--- config.mk ---
export PLATFORM = sky130hd
export DESIGN_NAME = midi_byte_stream_parser_core
export DESIGN_NICKNAME = d
export VERILOG_FILES = /design/src/hdl/mbp_pkg.sv /design/src/hdl/mbp_store.sv /design/src/hdl/mbp_parser.sv /design/src/hdl/midi_byte_stream_parser_core.sv
export VERILOG_INCLUDE_DIRS = /design/src /design/src/hdl
export SDC_FILE = /design/constraint.sdc
export NUM_CORES = 1
export LEC_CHECK = 0
export ABC_AREA = 1
export BUFFER_PORTS_ARGS = -buffer_cell sky130_fd_sc_hd__buf_2
export CAP_MARGIN = 20
export CORE_MARGIN = 2
export CORE_UTILIZATION = 50
export DETAILED_ROUTE_END_ITERATION = 10
export HOLD_SLACK_MARGIN = 0.08
export PLACE_DENSITY = 0.66
export SLEW_MARGIN = 20
export SYNTH_ARGS = -nofsm -noshare
export SYNTH_HDL_FRONTEND = slang
export SYNTH_SLANG_ARGS = --single-unit
--- constraint.sdc ---
create_clock -name clk -period 6.7 [get_ports clk]
set_input_delay 1.34 -clock clk [delete_from_list [all_inputs] [get_ports clk]]
set_output_delay 1.34 -clock clk [all_outputs]
set_load 0.03 [all_outputs]
--- src/hdl/midi_byte_stream_parser_core_assert.svh ---
// assertion macros for the parser core
`ifndef MIDI_BYTE_STREAM_PARSER_CORE_ASSERT_SVH
`define MIDI_BYTE_STREAM_PARSER_CORE_ASSERT_SVH
`ifndef SYNTH
// same-cycle implication
`define MBP_ASSERT_IMPLY(label, ante, cons) \
  label: assert property (@(posedge clk) disable iff (rst) (ante) |-> (cons)) \
    else $error("implication check failed");
// next-cycle implication
`define MBP_ASSERT_NEXT(label, ante, cons) \
  label: assert property (@(posedge clk) disable iff (rst) (ante) |=> (cons)) \
    else $error("next-cycle check failed");
`else
`define MBP_ASSERT_IMPLY(label, ante, cons)
`define MBP_ASSERT_NEXT(label, ante, cons)
`endif
`endif

--- src/hdl/mbp_pkg.sv ---
package mbp_pkg;

  localparam int SYSEX_SIZE_DEF = 64;

  // status codes
  localparam logic [7:0] ST_NOTE_OFF  = 8'h80;
  localparam logic [7:0] ST_NOTE_ON   = 8'h90;
  localparam logic [7:0] ST_POLY_PRES = 8'hA0;
  localparam logic [7:0] ST_CTRL      = 8'hB0;
  localparam logic [7:0] ST_PROGRAM   = 8'hC0;
  localparam logic [7:0] ST_CHAN_PRES = 8'hD0;
  localparam logic [7:0] ST_BEND      = 8'hE0;
  localparam logic [7:0] ST_SYSEX     = 8'hF0;
  localparam logic [7:0] ST_TIMECODE  = 8'hF1;
  localparam logic [7:0] ST_SONG_POS  = 8'hF2;
  localparam logic [7:0] ST_SONG_SEL  = 8'hF3;
  localparam logic [7:0] ST_UNDEF_F4  = 8'hF4;
  localparam logic [7:0] ST_UNDEF_F5  = 8'hF5;
  localparam logic [7:0] ST_TUNE      = 8'hF6;
  localparam logic [7:0] ST_EOX       = 8'hF7;
  localparam logic [7:0] ST_CLOCK     = 8'hF8;
  localparam logic [7:0] ST_UNDEF_F9  = 8'hF9;
  localparam logic [7:0] ST_START     = 8'hFA;
  localparam logic [7:0] ST_CONTINUE  = 8'hFB;
  localparam logic [7:0] ST_STOP      = 8'hFC;
  localparam logic [7:0] ST_UNDEF_FD  = 8'hFD;
  localparam logic [7:0] ST_SENSING   = 8'hFE;
  localparam logic [7:0] ST_RESET     = 8'hFF;
  localparam logic [7:0] NIBBLE_HI    = 8'hF0;

  localparam logic [4:0]  MAX_CHANNEL     = 5'd16;
  localparam logic [15:0] SENSE_LIMIT_DEF = 16'd300;

  typedef enum logic [1:0] {
    REG_LISTEN_CHANNEL = 2'd0,
    REG_ZERO_VEL_OFF   = 2'd1,
    REG_SENSE_ENABLE   = 2'd2,
    REG_SENSE_LIMIT    = 2'd3
  } reg_index_t;

  typedef enum logic [1:0] {
    SENSE_OFF  = 2'd0,
    SENSE_ON   = 2'd1,
    SENSE_FAIL = 2'd2
  } sense_t;

  typedef enum logic [1:0] {
    FSM_IDLE = 2'd0,
    FSM_READ = 2'd1,
    FSM_EMIT = 2'd2
  } fsm_t;

  typedef struct packed {
    logic [4:0]  listen_channel;
    logic        zero_velocity_as_off;
    logic        sense_enable;
    logic [15:0] sense_limit;
  } cfg_t;

  typedef struct packed {
    logic        event_res;
    logic [7:0]  msg_type;
    logic [4:0]  msg_channel;
    logic [7:0]  first_data;
    logic [6:0]  second_data;
    logic [6:0]  byte_count;
    logic [31:0] stamp;
    logic [7:0]  sysex_byte;
    logic        last;
  } result_t;

  // message type of a status byte, zero for data and undefined codes
  function automatic logic [7:0] type_of(input logic [7:0] s);
    logic [7:0] r;
    if (!s[7] || s == ST_UNDEF_F4 || s == ST_UNDEF_F5 || s == ST_UNDEF_F9 ||
        s == ST_UNDEF_FD) begin
      r = 8'h00;
    end else if (s < ST_SYSEX) begin
      r = s & NIBBLE_HI;
    end else begin
      r = s;
    end
    return r;
  endfunction

  function automatic logic is_chan(input logic [7:0] t);
    return t >= ST_NOTE_OFF && t <= ST_BEND && t[3:0] == 4'h0;
  endfunction

endpackage

--- src/hdl/mbp_store.sv ---
module mbp_store import mbp_pkg::*; #(
  parameter int DEPTH = SYSEX_SIZE_DEF,
  parameter int AW    = $clog2(SYSEX_SIZE_DEF)
) (
  input  logic          clk,
  input  logic          wr_en,
  input  logic [AW-1:0] wr_addr,
  input  logic [7:0]    wr_data,
  input  logic          rd_en,
  input  logic [AW-1:0] rd_addr,
  output logic [7:0]    rd_data
);

  logic [7:0] mem [DEPTH];

  // write port
  always_ff @(posedge clk) begin
    if (wr_en) begin
      mem[wr_addr] <= wr_data;
    end
  end

  // registered read port
  always_ff @(posedge clk) begin
    if (rd_en) begin
      rd_data <= mem[rd_addr];
    end
  end

endmodule

--- src/hdl/mbp_parser.sv ---
module mbp_parser import mbp_pkg::*; #(
  parameter int SYSEX_SIZE = SYSEX_SIZE_DEF,
  parameter int IW = $clog2(SYSEX_SIZE_DEF),
  parameter int LW = $clog2(SYSEX_SIZE_DEF + 1)
) (
  input  logic          clk,
  input  logic          rst,
  input  cfg_t          cfg,
  input  logic          fire,
  input  logic          kind,
  input  logic [7:0]    rx_byte,
  input  logic [31:0]   arrival_time,
  output logic          res_valid,
  output result_t       res,
  output logic          run_go,
  output logic [IW-1:0] run_last_idx,
  output logic [31:0]   first_time,
  output logic          st_we,
  output logic [IW-1:0] st_addr,
  output logic [7:0]    st_data
);

  logic [7:0]    pb0, pb1, pb2, rs;
  logic [7:0]    pb0_next, pb1_next, pb2_next, rs_next;
  logic [IW-1:0] pidx, pidx_next;
  logic [LW-1:0] elen, elen_next;
  logic [31:0]   first_time_next;
  sense_t        sense, sense_next;
  logic [15:0]   ticks, ticks_next;

  logic          d_go;
  logic [7:0]    d_ty, d_d1, d_d2, b0, ty, ty2;
  logic [4:0]    d_ch;
  logic [6:0]    d_cnt;
  logic          use_rs, fail, complete;
  logic [16:0]   n;

  // next state and result of one request
  always_comb begin
    pb0_next = pb0;
    pb1_next = pb1;
    pb2_next = pb2;
    rs_next = rs;
    pidx_next = pidx;
    elen_next = elen;
    first_time_next = first_time;
    sense_next = sense;
    ticks_next = ticks;
    d_go = 1'b0;
    d_ty = 8'h00;
    d_ch = 5'd0;
    d_d1 = 8'h00;
    d_d2 = 8'h00;
    d_cnt = 7'd1;
    fail = 1'b0;
    run_go = 1'b0;
    st_we = 1'b0;
    st_addr = pidx;
    st_data = rx_byte;
    b0 = rx_byte;
    ty = 8'h00;
    use_rs = 1'b0;
    n = {1'b0, ticks} + 17'd1;
    complete = ({1'b0, LW'(pidx)} + {1'b0, LW'(1)}) >= {1'b0, elen};

    if (kind) begin
      // active sensing timeout
      if (cfg.sense_enable && sense == SENSE_ON) begin
        ticks_next = n[16] ? 16'hFFFF : n[15:0];
        if (n > {1'b0, cfg.sense_limit}) begin
          sense_next = SENSE_FAIL;
          fail = 1'b1;
        end
      end
    end else if (cfg.listen_channel <= MAX_CHANNEL) begin
      ticks_next = 16'd0;
      if (pidx == '0) begin
        // message start, possibly with running status
        first_time_next = arrival_time;
        use_rs = is_chan(type_of(rs)) && !rx_byte[7];
        if (use_rs) begin
          b0 = rs;
          pb1_next = rx_byte;
        end
        pb0_next = b0;
        ty = type_of(b0);
        case (ty) inside
          ST_SENSING, ST_TUNE, ST_CLOCK, ST_START, ST_CONTINUE, ST_STOP,
          ST_RESET: begin
            if (ty == ST_SENSING) begin
              sense_next = SENSE_ON;
            end
            pidx_next = '0;
            elen_next = '0;
            d_go = 1'b1;
            d_ty = ty;
          end
          ST_PROGRAM, ST_CHAN_PRES, ST_TIMECODE, ST_SONG_SEL: begin
            if (use_rs) begin
              pidx_next = '0;
              elen_next = '0;
              d_go = 1'b1;
              d_ty = ty;
              d_ch = {1'b0, b0[3:0]} + 5'd1;
              d_d1 = rx_byte;
              d_cnt = 7'd2;
            end else begin
              elen_next = LW'(2);
              pidx_next = IW'(1);
            end
          end
          ST_NOTE_OFF, ST_NOTE_ON, ST_POLY_PRES, ST_CTRL, ST_BEND,
          ST_SONG_POS: begin
            elen_next = LW'(3);
            pidx_next = use_rs ? IW'(2) : IW'(1);
          end
          ST_SYSEX: begin
            elen_next = LW'(SYSEX_SIZE);
            rs_next = 8'h00;
            st_we = 1'b1;
            st_addr = '0;
            st_data = ST_SYSEX;
            pidx_next = IW'(1);
          end
          default: begin
            pidx_next = '0;
            elen_next = '0;
            rs_next = 8'h00;
          end
        endcase
      end else begin
        case (rx_byte) inside
          // real-time bytes leave the pending message alone
          ST_SENSING, ST_CLOCK, ST_START, ST_CONTINUE, ST_STOP, ST_RESET: begin
            if (rx_byte == ST_SENSING) begin
              sense_next = SENSE_ON;
            end
            d_go = 1'b1;
            d_ty = rx_byte;
          end
          ST_EOX: begin
            if (pb0 == ST_SYSEX) begin
              st_we = 1'b1;
              st_data = ST_EOX;
              run_go = 1'b1;
            end
            pidx_next = '0;
            elen_next = '0;
            rs_next = 8'h00;
          end
          default: begin
            if (pb0 == ST_SYSEX) begin
              st_we = 1'b1;
            end else if (pidx == IW'(1)) begin
              pb1_next = rx_byte;
            end else if (pidx == IW'(2)) begin
              pb2_next = rx_byte;
            end
            if (complete) begin
              pidx_next = '0;
              elen_next = '0;
              if (pb0 == ST_SYSEX) begin
                rs_next = 8'h00;
              end else begin
                ty = type_of(pb0);
                rs_next = is_chan(ty) ? pb0 : 8'h00;
                d_go = 1'b1;
                d_ty = ty;
                d_ch = is_chan(ty) ? {1'b0, pb0[3:0]} + 5'd1 : 5'd0;
                d_d1 = pb1_next;
                d_d2 = (elen == LW'(3)) ? pb2_next : 8'h00;
                d_cnt = (elen == LW'(3)) ? 7'd3 : 7'd2;
              end
            end else begin
              pidx_next = pidx + IW'(1);
            end
          end
        endcase
      end
    end

    // zero-velocity conversion and channel filter
    ty2 = (cfg.zero_velocity_as_off && d_ty == ST_NOTE_ON && d_d2 == 8'h00) ?
          ST_NOTE_OFF : d_ty;
    res_valid = fail || (d_go && !(is_chan(ty2) && cfg.listen_channel != 5'd0 &&
                                   d_ch != cfg.listen_channel));
    res.event_res   = fail;
    res.msg_type    = fail ? 8'h00 : ty2;
    res.msg_channel = fail ? 5'd0 : d_ch;
    res.first_data  = fail ? 8'h00 : d_d1;
    res.second_data = fail ? 7'd0 : d_d2[6:0];
    res.byte_count  = fail ? 7'd0 : d_cnt;
    res.stamp       = fail ? 32'd0 : arrival_time;
    res.sysex_byte  = 8'h00;
    res.last        = 1'b1;
  end

  assign run_last_idx = pidx;

  // parser state
  always_ff @(posedge clk) begin
    if (rst) begin
      pb0 <= 8'h00;
      pb1 <= 8'h00;
      pb2 <= 8'h00;
      rs <= 8'h00;
      pidx <= '0;
      elen <= '0;
      first_time <= 32'd0;
      sense <= SENSE_OFF;
      ticks <= 16'd0;
    end else if (fire) begin
      pb0 <= pb0_next;
      pb1 <= pb1_next;
      pb2 <= pb2_next;
      rs <= rs_next;
      pidx <= pidx_next;
      elen <= elen_next;
      first_time <= first_time_next;
      sense <= sense_next;
      ticks <= ticks_next;
    end
  end

endmodule

--- src/hdl/midi_byte_stream_parser_core.sv ---
// MIDI receive parser: bytes (kind 0) and 1 ms ticks (kind 1) enter as
// requests while the block is idle. A parsed message or an active sensing
// failure lands in a holding stage at the accepting edge and reaches the
// output register as soon as that register is free. A request that gives
// no result can be followed in the next cycle. A request that gives a
// result blocks the input until the result moves on from the holding stage
// to the output register. The next request is taken while the previous
// result still waits unclaimed in the output register. An EOX that closes a
// SysEx message starts a run of one result per stored byte, status and EOX
// included. Each result of the run passes a read state and then an emit
// state, since the SysEx store has a registered read port, and no request
// is taken during the run. The store needs no clearing after reset.
module midi_byte_stream_parser_core import mbp_pkg::*; #(
  parameter int SYSEX_SIZE = SYSEX_SIZE_DEF
) (
  input  logic        clk,
  input  logic        rst,
  input  logic        cfg_wr,
  input  logic [1:0]  cfg_index,
  input  logic [15:0] cfg_data,
  input  logic        in_valid,
  output logic        in_ready,
  input  logic        kind,
  input  logic [7:0]  rx_byte,
  input  logic [31:0] arrival_time,
  output logic        out_valid,
  input  logic        out_ready,
  output logic        event_res,
  output logic [7:0]  msg_type,
  output logic [4:0]  msg_channel,
  output logic [7:0]  first_data,
  output logic [6:0]  second_data,
  output logic [6:0]  byte_count,
  output logic [31:0] stamp,
  output logic [7:0]  sysex_byte,
  output logic        last
);

  `include "midi_byte_stream_parser_core_assert.svh"

  localparam int IW = $clog2(SYSEX_SIZE);
  localparam int LW = $clog2(SYSEX_SIZE + 1);

  cfg_t          cfg;
  fsm_t          fsm, fsm_next;
  logic          fire, emit, out_load;
  logic          p_valid, run_go, st_we, rd_en;
  result_t       p_res, pend, out_res, sx_res;
  logic          pend_valid;
  logic [IW-1:0] run_last_idx, run_k, run_last, st_addr;
  logic [7:0]    st_data, rd_data;
  logic [31:0]   first_time;
  logic [LW-1:0] run_len;

  assign in_ready = (fsm == FSM_IDLE) && !pend_valid;
  assign fire = in_valid && in_ready;
  assign emit = (fsm == FSM_EMIT) && !pend_valid;
  assign rd_en = (fsm == FSM_READ);
  assign out_load = pend_valid && (!out_valid || out_ready);

  // configuration registers
  always_ff @(posedge clk) begin
    if (rst) begin
      cfg.listen_channel <= 5'd0;
      cfg.zero_velocity_as_off <= 1'b1;
      cfg.sense_enable <= 1'b0;
      cfg.sense_limit <= SENSE_LIMIT_DEF;
    end else if (cfg_wr) begin
      unique case (reg_index_t'(cfg_index))
        REG_LISTEN_CHANNEL: cfg.listen_channel <= cfg_data[4:0];
        REG_ZERO_VEL_OFF:   cfg.zero_velocity_as_off <= cfg_data[0];
        REG_SENSE_ENABLE:   cfg.sense_enable <= cfg_data[0];
        REG_SENSE_LIMIT:    cfg.sense_limit <= cfg_data;
        default: ;
      endcase
    end
  end

  mbp_parser #(.SYSEX_SIZE(SYSEX_SIZE), .IW(IW), .LW(LW)) u_parser (
    .clk, .rst, .cfg, .fire, .kind, .rx_byte, .arrival_time,
    .res_valid(p_valid), .res(p_res), .run_go, .run_last_idx, .first_time,
    .st_we, .st_addr, .st_data
  );

  mbp_store #(.DEPTH(SYSEX_SIZE), .AW(IW)) u_store (
    .clk, .wr_en(st_we && fire), .wr_addr(st_addr), .wr_data(st_data),
    .rd_en, .rd_addr(run_k), .rd_data
  );

  // sysex run result
  assign run_len = LW'(run_last) + LW'(1);
  always_comb begin
    sx_res.event_res   = 1'b0;
    sx_res.msg_type    = ST_SYSEX;
    sx_res.msg_channel = 5'd0;
    sx_res.first_data  = 8'(run_len);
    sx_res.second_data = 7'd0;
    sx_res.byte_count  = 7'(run_len);
    sx_res.stamp       = first_time;
    sx_res.sysex_byte  = rd_data;
    sx_res.last        = (run_k == run_last);
  end

  // run sequencer
  always_ff @(posedge clk) begin
    if (rst) begin
      fsm <= FSM_IDLE;
    end else begin
      fsm <= fsm_next;
    end
  end

  always_comb begin
    fsm_next = fsm;
    unique case (fsm)
      FSM_IDLE: if (fire && run_go) fsm_next = FSM_READ;
      FSM_READ: fsm_next = FSM_EMIT;
      FSM_EMIT: begin
        if (emit) begin
          fsm_next = sx_res.last ? FSM_IDLE : FSM_READ;
        end
      end
      default: fsm_next = FSM_IDLE;
    endcase
  end

  // run counter
  always_ff @(posedge clk) begin
    if (fire && run_go) begin
      run_k <= '0;
      run_last <= run_last_idx;
    end else if (emit) begin
      run_k <= run_k + IW'(1);
    end
  end

  // holding stage and output register
  always_ff @(posedge clk) begin
    if (rst) begin
      pend_valid <= 1'b0;
      out_valid <= 1'b0;
    end else begin
      if (out_load) begin
        pend_valid <= 1'b0;
      end
      if ((fire && p_valid) || emit) begin
        pend_valid <= 1'b1;
      end
      if (out_load) begin
        out_valid <= 1'b1;
      end else if (out_ready) begin
        out_valid <= 1'b0;
      end
    end
  end

  always_ff @(posedge clk) begin
    if (fire && p_valid) begin
      pend <= p_res;
    end else if (emit) begin
      pend <= sx_res;
    end
    if (out_load) begin
      out_res <= pend;
    end
  end

  assign event_res   = out_res.event_res;
  assign msg_type    = out_res.msg_type;
  assign msg_channel = out_res.msg_channel;
  assign first_data  = out_res.first_data;
  assign second_data = out_res.second_data;
  assign byte_count  = out_res.byte_count;
  assign stamp       = out_res.stamp;
  assign sysex_byte  = out_res.sysex_byte;
  assign last        = out_res.last;

  // checks
  `MBP_ASSERT_NEXT(a_pend_kept, pend_valid && !out_load, pend_valid)
  `MBP_ASSERT_IMPLY(a_multi_is_sysex, out_valid && !out_res.last, out_res.msg_type == ST_SYSEX)
  `MBP_ASSERT_IMPLY(a_run_bound, fsm != FSM_IDLE, run_k <= run_last)
  `MBP_ASSERT_NEXT(a_run_start, fire && run_go, fsm == FSM_READ)

endmodule

# Word-level counts from Yosys, hierarchy flattened

Memory sizes are Yosys's and may differ from the RTL's. A register that Yosys moved wholly into a read port is not among the register bits.
Cells that the tools add are included.

Bits in registers: 288
Bits in writable memories: 512
Word-level logic and storage cells: 382
Memories: 1
Output and inout bits: 79

Memory list:

| name        | depth | bits a word | read ports | clocked after memory_dff | write ports | RTL line        | RTL |
|---|---|---|---|---|---|---|---|
| u_store.mem | 64    | 8           | 1          | 1                        | 1           | mbp_store.sv:14 | `logic [7:0] mem [DEPTH];` |

Equality and inequality tests: 62
Reductions and logical operators: 74
Mux-type cells: 186
Bitwise operators: 4
$lt $le $gt $ge: 12
$add $sub $neg: 7

Operators with widths:

| operator                | number |
|---|---|
| $mux W8                 | 79 |
| $eq A8 B8 Y1 const B    | 39 |
| $mux W77                | 2 |
| $mux W7                 | 18 |
| $mux W6                 | 14 |
| $mux W16                | 4 |
| $mux W5                 | 12 |
| $mux W1                 | 37 |
| $mux W32                | 1 |
| $mux W2                 | 15 |
| $ge A8 B8 Y1 const B    | 3 |
| $le A8 B8 Y1 const B    | 3 |
| $lt A8 B8 Y1 const B    | 3 |
| $logic_and A1 B1 Y1     | 20 |
| $add A16 B1 Y17 const B | 1 |
| $gt A17 B16 Y1          | 1 |
| $reduce_and A8 Y1       | 2 |
| $logic_or A1 B1 Y1      | 15 |
| $add A6 B1 Y7 const B   | 2 |
| $add A6 B1 Y6 const B   | 2 |
| $logic_not A4 Y1        | 3 |
| $mux W4                 | 3 |
| $reduce_and A6 Y1       | 2 |
| $reduce_or A6 Y1        | 2 |
| 28 further kinds        | 62 |

# Longest topological paths before layout

Gate-level depths: netlist (run 1).

Word-level depth: 48
Mapped depth: 26
Gate-level depth less buffers: 24

# By module

From an unflattened synthesis (run 1), not the netlist that was laid out.

Cells, all modules: 3,461
Area, all modules: 35,064.9 um^2

By module, submodules not included:

| module                       | area an instance (um^2) | cells each | instances |
|---|---|---|---|
| mbp_store                    | 21,371.7                | 1,822      | 1 |
| midi_byte_stream_parser_core | 7,139.3                 | 589        | 1 |
| mbp_parser                   | 6,553.8                 | 1,050      | 1 |

# Worst setup path before layout (run 1)

No wires, ideal clock.

Path type: input to register
Start point: input port out_ready
End point: register out_res (netlist bit byte_count[0]), enable pin
Stages: 2
Setup time: 0.538 ns
Arrival: 5.111 ns
Setup slack: 1.051 ns
Buffers on the path: 0
Required time: 6.162 ns
Cell sequence: inv_1 -> a21oi_1

Word-level cells in the longest chain between the ends: 2

RTL lines:

| element              | RTL line                            | RTL |
|---|---|---|
| from (decl)          | midi_byte_stream_parser_core.sv:27  | `input logic out_ready,` |
| $logic_or A1 B1 Y1   | midi_byte_stream_parser_core.sv:59  | `assign out_load = pend_valid && (!out_valid \|\| out_ready);` |
| $logic_and A1 B1 Y1  | midi_byte_stream_parser_core.sv:59  |  |
| net out_load         | midi_byte_stream_parser_core.sv:46  | `logic fire, emit, out_load;` |
| to (signal assigned) | midi_byte_stream_parser_core.sv:164 | `out_res <= pend;` |
| to (decl)            | midi_byte_stream_parser_core.sv:48  | `result_t p_res, pend, out_res, sx_res;` |

The timed path passes the listed nets, and every way through them passes these cells.
A chain may end at the register's enable or synchronous reset.

# Worst setup path in the final report (run 1)

Start point: input port rx_byte[7]
End point: memory u_store.mem[50][1], enable pin

Word-level cells in the longest chain between the ends: 26

RTL lines:

| element                                               | RTL line                           | RTL |
|---|---|---|
| from (decl)                                           | midi_byte_stream_parser_core.sv:24 | `input logic [7:0] rx_byte,` |
| branches (longest 26 deep; another with $lt A8 B8 Y1) | --                                 |  |
| to (decl)                                             | mbp_store.sv:14                    |  |

Several ways; the timed one is not identified. The select of a mux whose other input is x is not followed.

==> impl_metrics.tcl, run 1 <==
set metrics [dict create \
    status "completed" \
    n_fill_cell 5309 \
    syn-cell-area_sq_um 33000 \
    critPathMaxStageDelay_ns 0.82 \
    slew_viol_final 0 \
    reg2reg_depth 20 \
    timing.rr.end "u_store.mem[50][1]$_DFFE_PP_" \
    clock-sinks 804 \
    max_clock_freq_mhz 191 \
    cpMaxStageDelayCell "nor2_1" \
    cts_resized 0 \
    seqCellArea_sq_um 22800 \
    cp.depth 21 \
    placementRows 94 \
    initial_core_util_pct 50.4 \
    arrival_ns 5.50 \
    multiInputGateArea_sq_um 8800 \
    finalSetupViolations 0 \
    via_count 23400 \
    cp-end-kind "flip-flop" \
    p_sw_mw 2.40 \
    slew_headroom_pct 28.9 \
    holdCritPathClass "flip-flop to flip-flop" \
    ioPinCount 143 \
    rrSetupSlack_ns 1.95 \
    drive_above_1_share_pct 12.0 \
    cts_root_buf "clkbuf_16" \
    syn_nets 2988 \
    design.die.area_sq_um 68100 \
    worst_pin_slew_ns 1.07 \
    tritoncts "done" \
    synthDistinctLibCells 49 \
    fin_crit_sh_pct 78.1 \
    grt_max_degree 171 \
    finalWorstSetupSlack_ns 1.46 \
    cts_buffers 83 \
    crit_family "simple AND/OR/NAND/NOR gates" \
    path_buf_inv 5 \
    crit_end "u_store.mem[50][1]$_DFFE_PP_" \
    grt.overflow.total 0 \
    drcViolationCount 0 \
    p_per_area_nw_per_um2 287 \
    min_period_ns 5.24 \
    switching_share_pct 22.4 \
    area_growth_pct 12.6 \
    max_cap_viol_count 0 \
    path_common_cell "nand2_1" \
    track_usage_pct 25.9 \
    cts_setup_buffers 0 \
    power_frac_seq_pct 52.1 \
    design.core.area_sq_um 65500 \
    cts_buffer_depth 3 \
    crit_start "rx_byte[7]" \
    fin_tns_setup_ns 0 \
    synth_edf_count 671 \
    critPathLaunchType "input port" \
    yosys_warnings 0 \
    rsz0062_at_grt "false" \
    portBuffers 142 \
    fin_nets 3091 \
    ant_nets 0 \
    die_w_microns 261 \
    cts_hold_buf 0 \
    finish.utilization_pct 56.7 \
    ys_ff_latch 804 \
    peakVddDrop_uv 311 \
    pwr-share-clk_pct 42.6 \
    critPathMaxFanout 12 \
    grt_pass1_wl_microns 134000 \
    cp_data_required_time_ns 6.96 \
    mostFrequentLayoutCells "edfxtp_1, o21ai_0, nor2_1, nand2_1, inv_1" \
    die_y_microns 261 \
    async_reset_ff_share_pct 0 \
    r2r_start "u_parser.rs[4]$_SDFFE_PP0P_" \
    timing_hold_violations_final 0 \
    wl_per_cell_microns 22.5 \
    hpwlAfterDp_microns 55500 \
    wl_microns 88400 \
    p_comb_share_pct 5.3 \
    insertion_delay_ns 0.64 \
    drt-vias-per-instance 5.96 \
    drtIter0Drc 2927 \
    gp_congestion 0.980 \
    seq_area_frac_synth_pct 69.1 \
    p_leak_nw 12.8 \
    drt_pass1_iterations 8 \
    p_int_mw 8.28 \
    synth_ff_type "edfxtp_1" \
    synth_area_per_cell_sq_um 11.4 \
    layout_commonest_cell "edfxtp_1" \
    place_ws_ns 0.902 \
    cts.clk_slew.worst_paths_ns 0.06 \
    grt_antenna_before_repair 2 \
    syn_inst 2892 \
    grt_pass1_vias 22400 \
    critical_path_class "input port to flip-flop" \
    crit_chain "buf_2 > inv_2 > nand3_2 > o21ai_2 > inv_1 > ha_1 > nor2_1 > nor2_1 > nand2_1 > nand2_1 > inv_2 > nand4_1 > nand2_1 > nor2_4 > nand4_1 > inv_1 > nand2_1 > nand2_1 > nor2_1 > nand2_1 > nor2_1" \
    finClkSkew_ns 0.0266 \
    htree_levels 3 \
]
worst min path at each step:
stage	startpoint	cells after the start	slack, ns	to
floorplan	pend[41]$_DFFE_PP_	0	0.40	byte_count[0]$_DFFE_PP_
global placement	pend[30]$_DFFE_PP_	0	0.40	stamp[21]$_DFFE_PP_
detailed placement	pend[55]$_DFFE_PP_	0	0.40	first_data[0]$_DFFE_PP_
CTS	pend[30]$_DFFE_PP_	0	0.42	stamp[21]$_DFFE_PP_
global route	pend[30]$_DFFE_PP_	0	0.42	stamp[21]$_DFFE_PP_
finish	pend[19]$_DFFE_PP_	0	0.42	stamp[10]$_DFFE_PP_
worst reg2reg max path: cells and delay by family (launching register included):
kind / cells / cell delay [ns]
AOI/OAI and AO/OA: 1 / 0.34
adders and majority gates: 1 / 0.26
buffers and inverters: 3 / 0.35
DFF: 1 / 0.34
and+or+nand+nor: 15 / 3.10
metrics by stage:
step / power (mW) / area (sq um) / hold slack, ns / std cells
2_1_floorplan: 6.01 / 33000 / 0.400 / 2892
3_3_place_gp: 6.21 / 34500 / 0.402 / 3774
3_5_place_dp: 6.22 / 34500 / 0.405 / 3774
4_1_cts: 10.7 / 37200 / 0.418 / 3927
5_1_grt: 11.0 / 37200 / 0.418 / 3928
6_report: 10.7 / 37200 / 0.417 / 3929
layer usage:
metal	GRT usage, %	up-vias	wire (microns)
met4	9.11	0	2820
met3	5.20	188	8010
met2	40.7	1200	41000
met5	0	-	0
met1	36.1	11400	36600
li1	-	10600	-
area by class of cell:
cell class | instances | share of cell area [%]
inverters | 192 | 1.95
clock inverters | 52 | 1.45
flip-flops and latches | 804 | 61.4
well taps | 864 | 2.91
diodes | 2 | 0.0135
repair buffers | 183 | 2.77
clock buffers | 101 | 5.82
multi-input cells | 1731 | 23.7
power by group through the flow:
stage | Combinational, mW | Sequential, mW | Clock (mW)
after global routing | 0.623 | 5.56 | 4.81
final | 0.566 | 5.56 | 4.55
after global placement | 0.555 | 5.66 | 0
after detailed placement | 0.560 | 5.66 | 0
after floorplan | 0.331 | 5.68 | 0
after CTS | 0.561 | 5.56 | 4.62
cell usage after synthesis (5+ instances only):
| cell | count | area (sq um) |
|---|---|---|
| o211ai_1 | 28 | 210 |
| o221ai_1 | 48 | 420 |
| edfxtp_1 | 671 | 20100 |
| nand3_1 | 87 | 435 |
| xor2_1 | 18 | 158 |
| buf_6 | 7 | 78.8 |
| clkinv_1 | 5 | 18.8 |
| nand2_1 | 307 | 1150 |
| nand4_1 | 57 | 357 |
| nor3_1 | 21 | 105 |
| inv_2 | 12 | 45.0 |
| o21ai_0 | 405 | 2030 |
| a21oi_1 | 127 | 636 |
| clkbuf_1 | 146 | 548 |
| dfxtp_1 | 133 | 2660 |
| nor2_1 | 403 | 1510 |
| ha_1 | 32 | 400 |
| nand2_2 | 6 | 37.5 |
| nor2_2 | 14 | 87.6 |
| inv_1 | 175 | 657 |
| nand3b_1 | 6 | 45.0 |
| a211oi_1 | 5 | 37.5 |
| o22ai_1 | 91 | 569 |
| o21ai_1 | 12 | 60.1 |
| buf_1 | 6 | 22.5 |
| a21oi_2 | 10 | 87.6 |
| a31oi_1 | 16 | 100 |
cell families (layout without fill, tap and decap cells):
family | count (synthesis) | count (layout) | share of synthesized area, %
other | 0 | 2 | 0
AND/OR/NAND/NOR | 915 | 915 | 11.7
buffers and inverters | 357 | 528 | 4.27
AO/OA/AOI/OAI | 764 | 764 | 13.2
flip-flops | 804 | 804 | 69.1
adder cells (fa/ha/maj) | 32 | 32 | 1.21
XOR/XNOR | 20 | 20 | 0.531
sequential cells by signal, summed over array words and instances, names as in the netlist, 6 cells and up:
name	flops
cfg	23
second_data	7
u_parser.first_time	32
stamp	32
u_store.mem	512
sysex_byte	8
first_data	8
byte_count	7
u_parser.pb0	8
run_k	6
u_parser.ticks	16
msg_type	8
u_parser.rs	8
u_parser.pb2	8
u_parser.pb1	8
u_parser.run_last_idx	6
pend	77
u_store.rd_data	8
run_last	6
Power figures use the tool's default switching activity.
==> run 2: changes to the inputs <==
==> constraint.sdc (replaced) <==
create_clock -name clk -period 5.05 [get_ports clk]
set_input_delay 1.01 -clock clk [delete_from_list [all_inputs] [get_ports clk]]
set_output_delay 1.01 -clock clk [all_outputs]
set_load 0.03 [all_outputs]
==> impl_metrics.tcl, run 2 (synthesis results as in run 1) <==
set metrics [dict create \
    critical_path_class "input port to flip-flop" \
    holdCritPathClass "flip-flop to flip-flop" \
    track_usage_pct 24.8 \
    seqCellArea_sq_um 22800 \
    min_period_ns 4.19 \
    switching_share_pct 22.4 \
    wl_per_cell_microns 21.4 \
    finalSetupViolations 0 \
    top_register "u_store.mem" \
    placementRows 94 \
    fin_nets 3161 \
    max_clock_freq_mhz 239 \
    min_from "pend[57]$_DFFE_PP_" \
    timing_hold_violations_final 0 \
    drtIter0Drc 2739 \
    reg2reg_depth 19 \
    arrival_ns 4.52 \
    cts_root_buf "clkbuf_16" \
    rsz0062_at_grt "false" \
    holdPathStages 0 \
    mostFrequentLayoutCells "edfxtp_1, o21ai_0, nor2_1, nand2_1, inv_1" \
    fin_tns_setup_ns 0 \
    cp-end-kind "flip-flop" \
    grt.overflow.total 0 \
    fin_crit_sh_pct 82.9 \
    design.core.area_sq_um 65500 \
    critPathLaunchType "input port" \
    timing.rr.end "u_store.mem[35][2]$_DFFE_PP_" \
    design.die.area_sq_um 68100 \
    die_y_microns 261 \
    n_fill_cell 5316 \
    finalPower_mw 14.2 \
    critPathMaxFanout 8 \
    pwr-share-clk_pct 42.6 \
    grt_pass1_wl_microns 129000 \
    cp_data_required_time_ns 5.38 \
    ant_nets 0 \
    slew_headroom_pct 29.9 \
    cts_buffers 80 \
    cts_resized 0 \
    p_leak_nw 13.2 \
    initial_core_util_pct 50.4 \
    hold_end "first_data[2]$_DFFE_PP_" \
    drive_above_1_share_pct 14.4 \
    cts_setup_buffers 0 \
    portBuffers 142 \
    gp_congestion 0.976 \
    drt_pass1_iterations 6 \
    peakVddDrop_uv 359 \
    cts.clk_slew.worst_paths_ns 0.06 \
    post_dp_cell_area_sq_um 35100 \
    largest_register_ffs 512 \
    max_cap_viol_count 0 \
    area_growth_pct 14.5 \
    finClkSkew_ns 0.0383 \
    rrSetupSlack_ns 0.90 \
    clock-sinks 804 \
    top_regs "u_store.mem x512, pend x77" \
    p_int_mw 11.0 \
    hold_slack_ns 0.416 \
    wl_microns 85400 \
    grt_pass1_vias 22300 \
    final_area_sq_um 37800 \
    cts_hold_buf 0 \
    htree_levels 3 \
    die_w_microns 261 \
    r2r_start "u_parser.rs[6]$_SDFFE_PP0P_" \
    p_sw_mw 3.18 \
    drt-vias-per-instance 5.81 \
    tritoncts "done" \
    worst_pin_slew_ns 1.05 \
    slew_viol_final 0 \
    multiInputGateArea_sq_um 8800 \
    via_count 23200 \
    p_comb_share_pct 5.3 \
    cts_buffer_depth 3 \
    ioPinCount 143 \
    status "completed" \
    drcViolationCount 0 \
    insertion_delay_ns 0.64 \
    grt_antenna_before_repair 1 \
    layout_commonest_cell "edfxtp_1" \
    p_per_area_nw_per_um2 375 \
    hpwlAfterDp_microns 52900 \
    grt_max_degree 133 \
    power_frac_seq_pct 52.1 \
]
[run 2: cell type report]
cell class,count,area share (%)
Clock inverter,52,1.48
Tap cell,864,2.86
Sequential cell,804,60.4
Inverter,192,1.92
Antenna cell,1,0.00662
Multi-Input combinational cell,1731,23.3
Clock buffer,96,5.76
Timing Repair Buffer,256,4.31
[run 2: worst max-delay path by stage]
stage	from	end	slack (ns)
detailed placement	rx_byte[7]	u_store.mem[31][2]$_DFFE_PP_	0.32
global placement	rx_byte[7]	u_store.mem[35][2]$_DFFE_PP_	0.32
finish	rx_byte[7]	u_store.mem[35][2]$_DFFE_PP_	0.86
global route	u_parser.rs[6]$_SDFFE_PP0P_	u_store.mem[35][1]$_DFFE_PP_	0.52
floorplan	rx_byte[7]	pend[10]$_DFFE_PP_	0.47
CTS	rx_byte[7]	u_store.mem[31][7]$_DFFE_PP_	0.97
[run 2: power by group through the flow]
stage / logic, mW / registers (mW) / clock network [mW]
finish: 0.753 / 7.37 / 6.03
CTS: 0.744 / 7.37 / 6.14
floorplan: 0.439 / 7.53 / 0
global route: 0.823 / 7.38 / 6.38
detailed placement: 0.739 / 7.51 / 0
global placement: 0.728 / 7.50 / 0
[run 2: worst max-delay path: stages]
cell     delay (ns)
buf_2          0.14
inv_2          0.08
nand3_2        0.12
o21ai_2        0.27
inv_1          0.17
ha_1           0.25
nor2_1         0.14
nor2_1         0.06
nand2_1        0.09
nand3_1        0.12
o21ai_0        0.18
nand2_1        0.14
nor2_4         0.16
nand4_1        0.21
o21ai_0        0.15
nand2_1        0.15
nor2_2         0.18
nand3_1        0.39
nor2_1         0.28
buf_4          0.22
[run 2: metal layers]
metal | vias to the layer above | track usage (%) | share of wire [%]
li1 | 10800 | - | -
met1 | 11200 | 34.0 | 41
met2 | 1081 | 40.0 | 47
met3 | 148 | 4.16 | 8.7
met4 | 0 | 8.92 | 2.9
met5 | - | 0 | 0
[run 2: stage by stage]
stage / setup WS [ns] / utilization (%) / cells
after detailed placement: 0.322 / 53.5 / 3847
final: 0.862 / 57.7 / 3996
after CTS: 0.968 / 57.7 / 3995
after floorplan: 0.467 / - / 2892
after global placement: 0.322 / 53.5 / 3847
after global routing: 0.523 / 57.7 / 3996
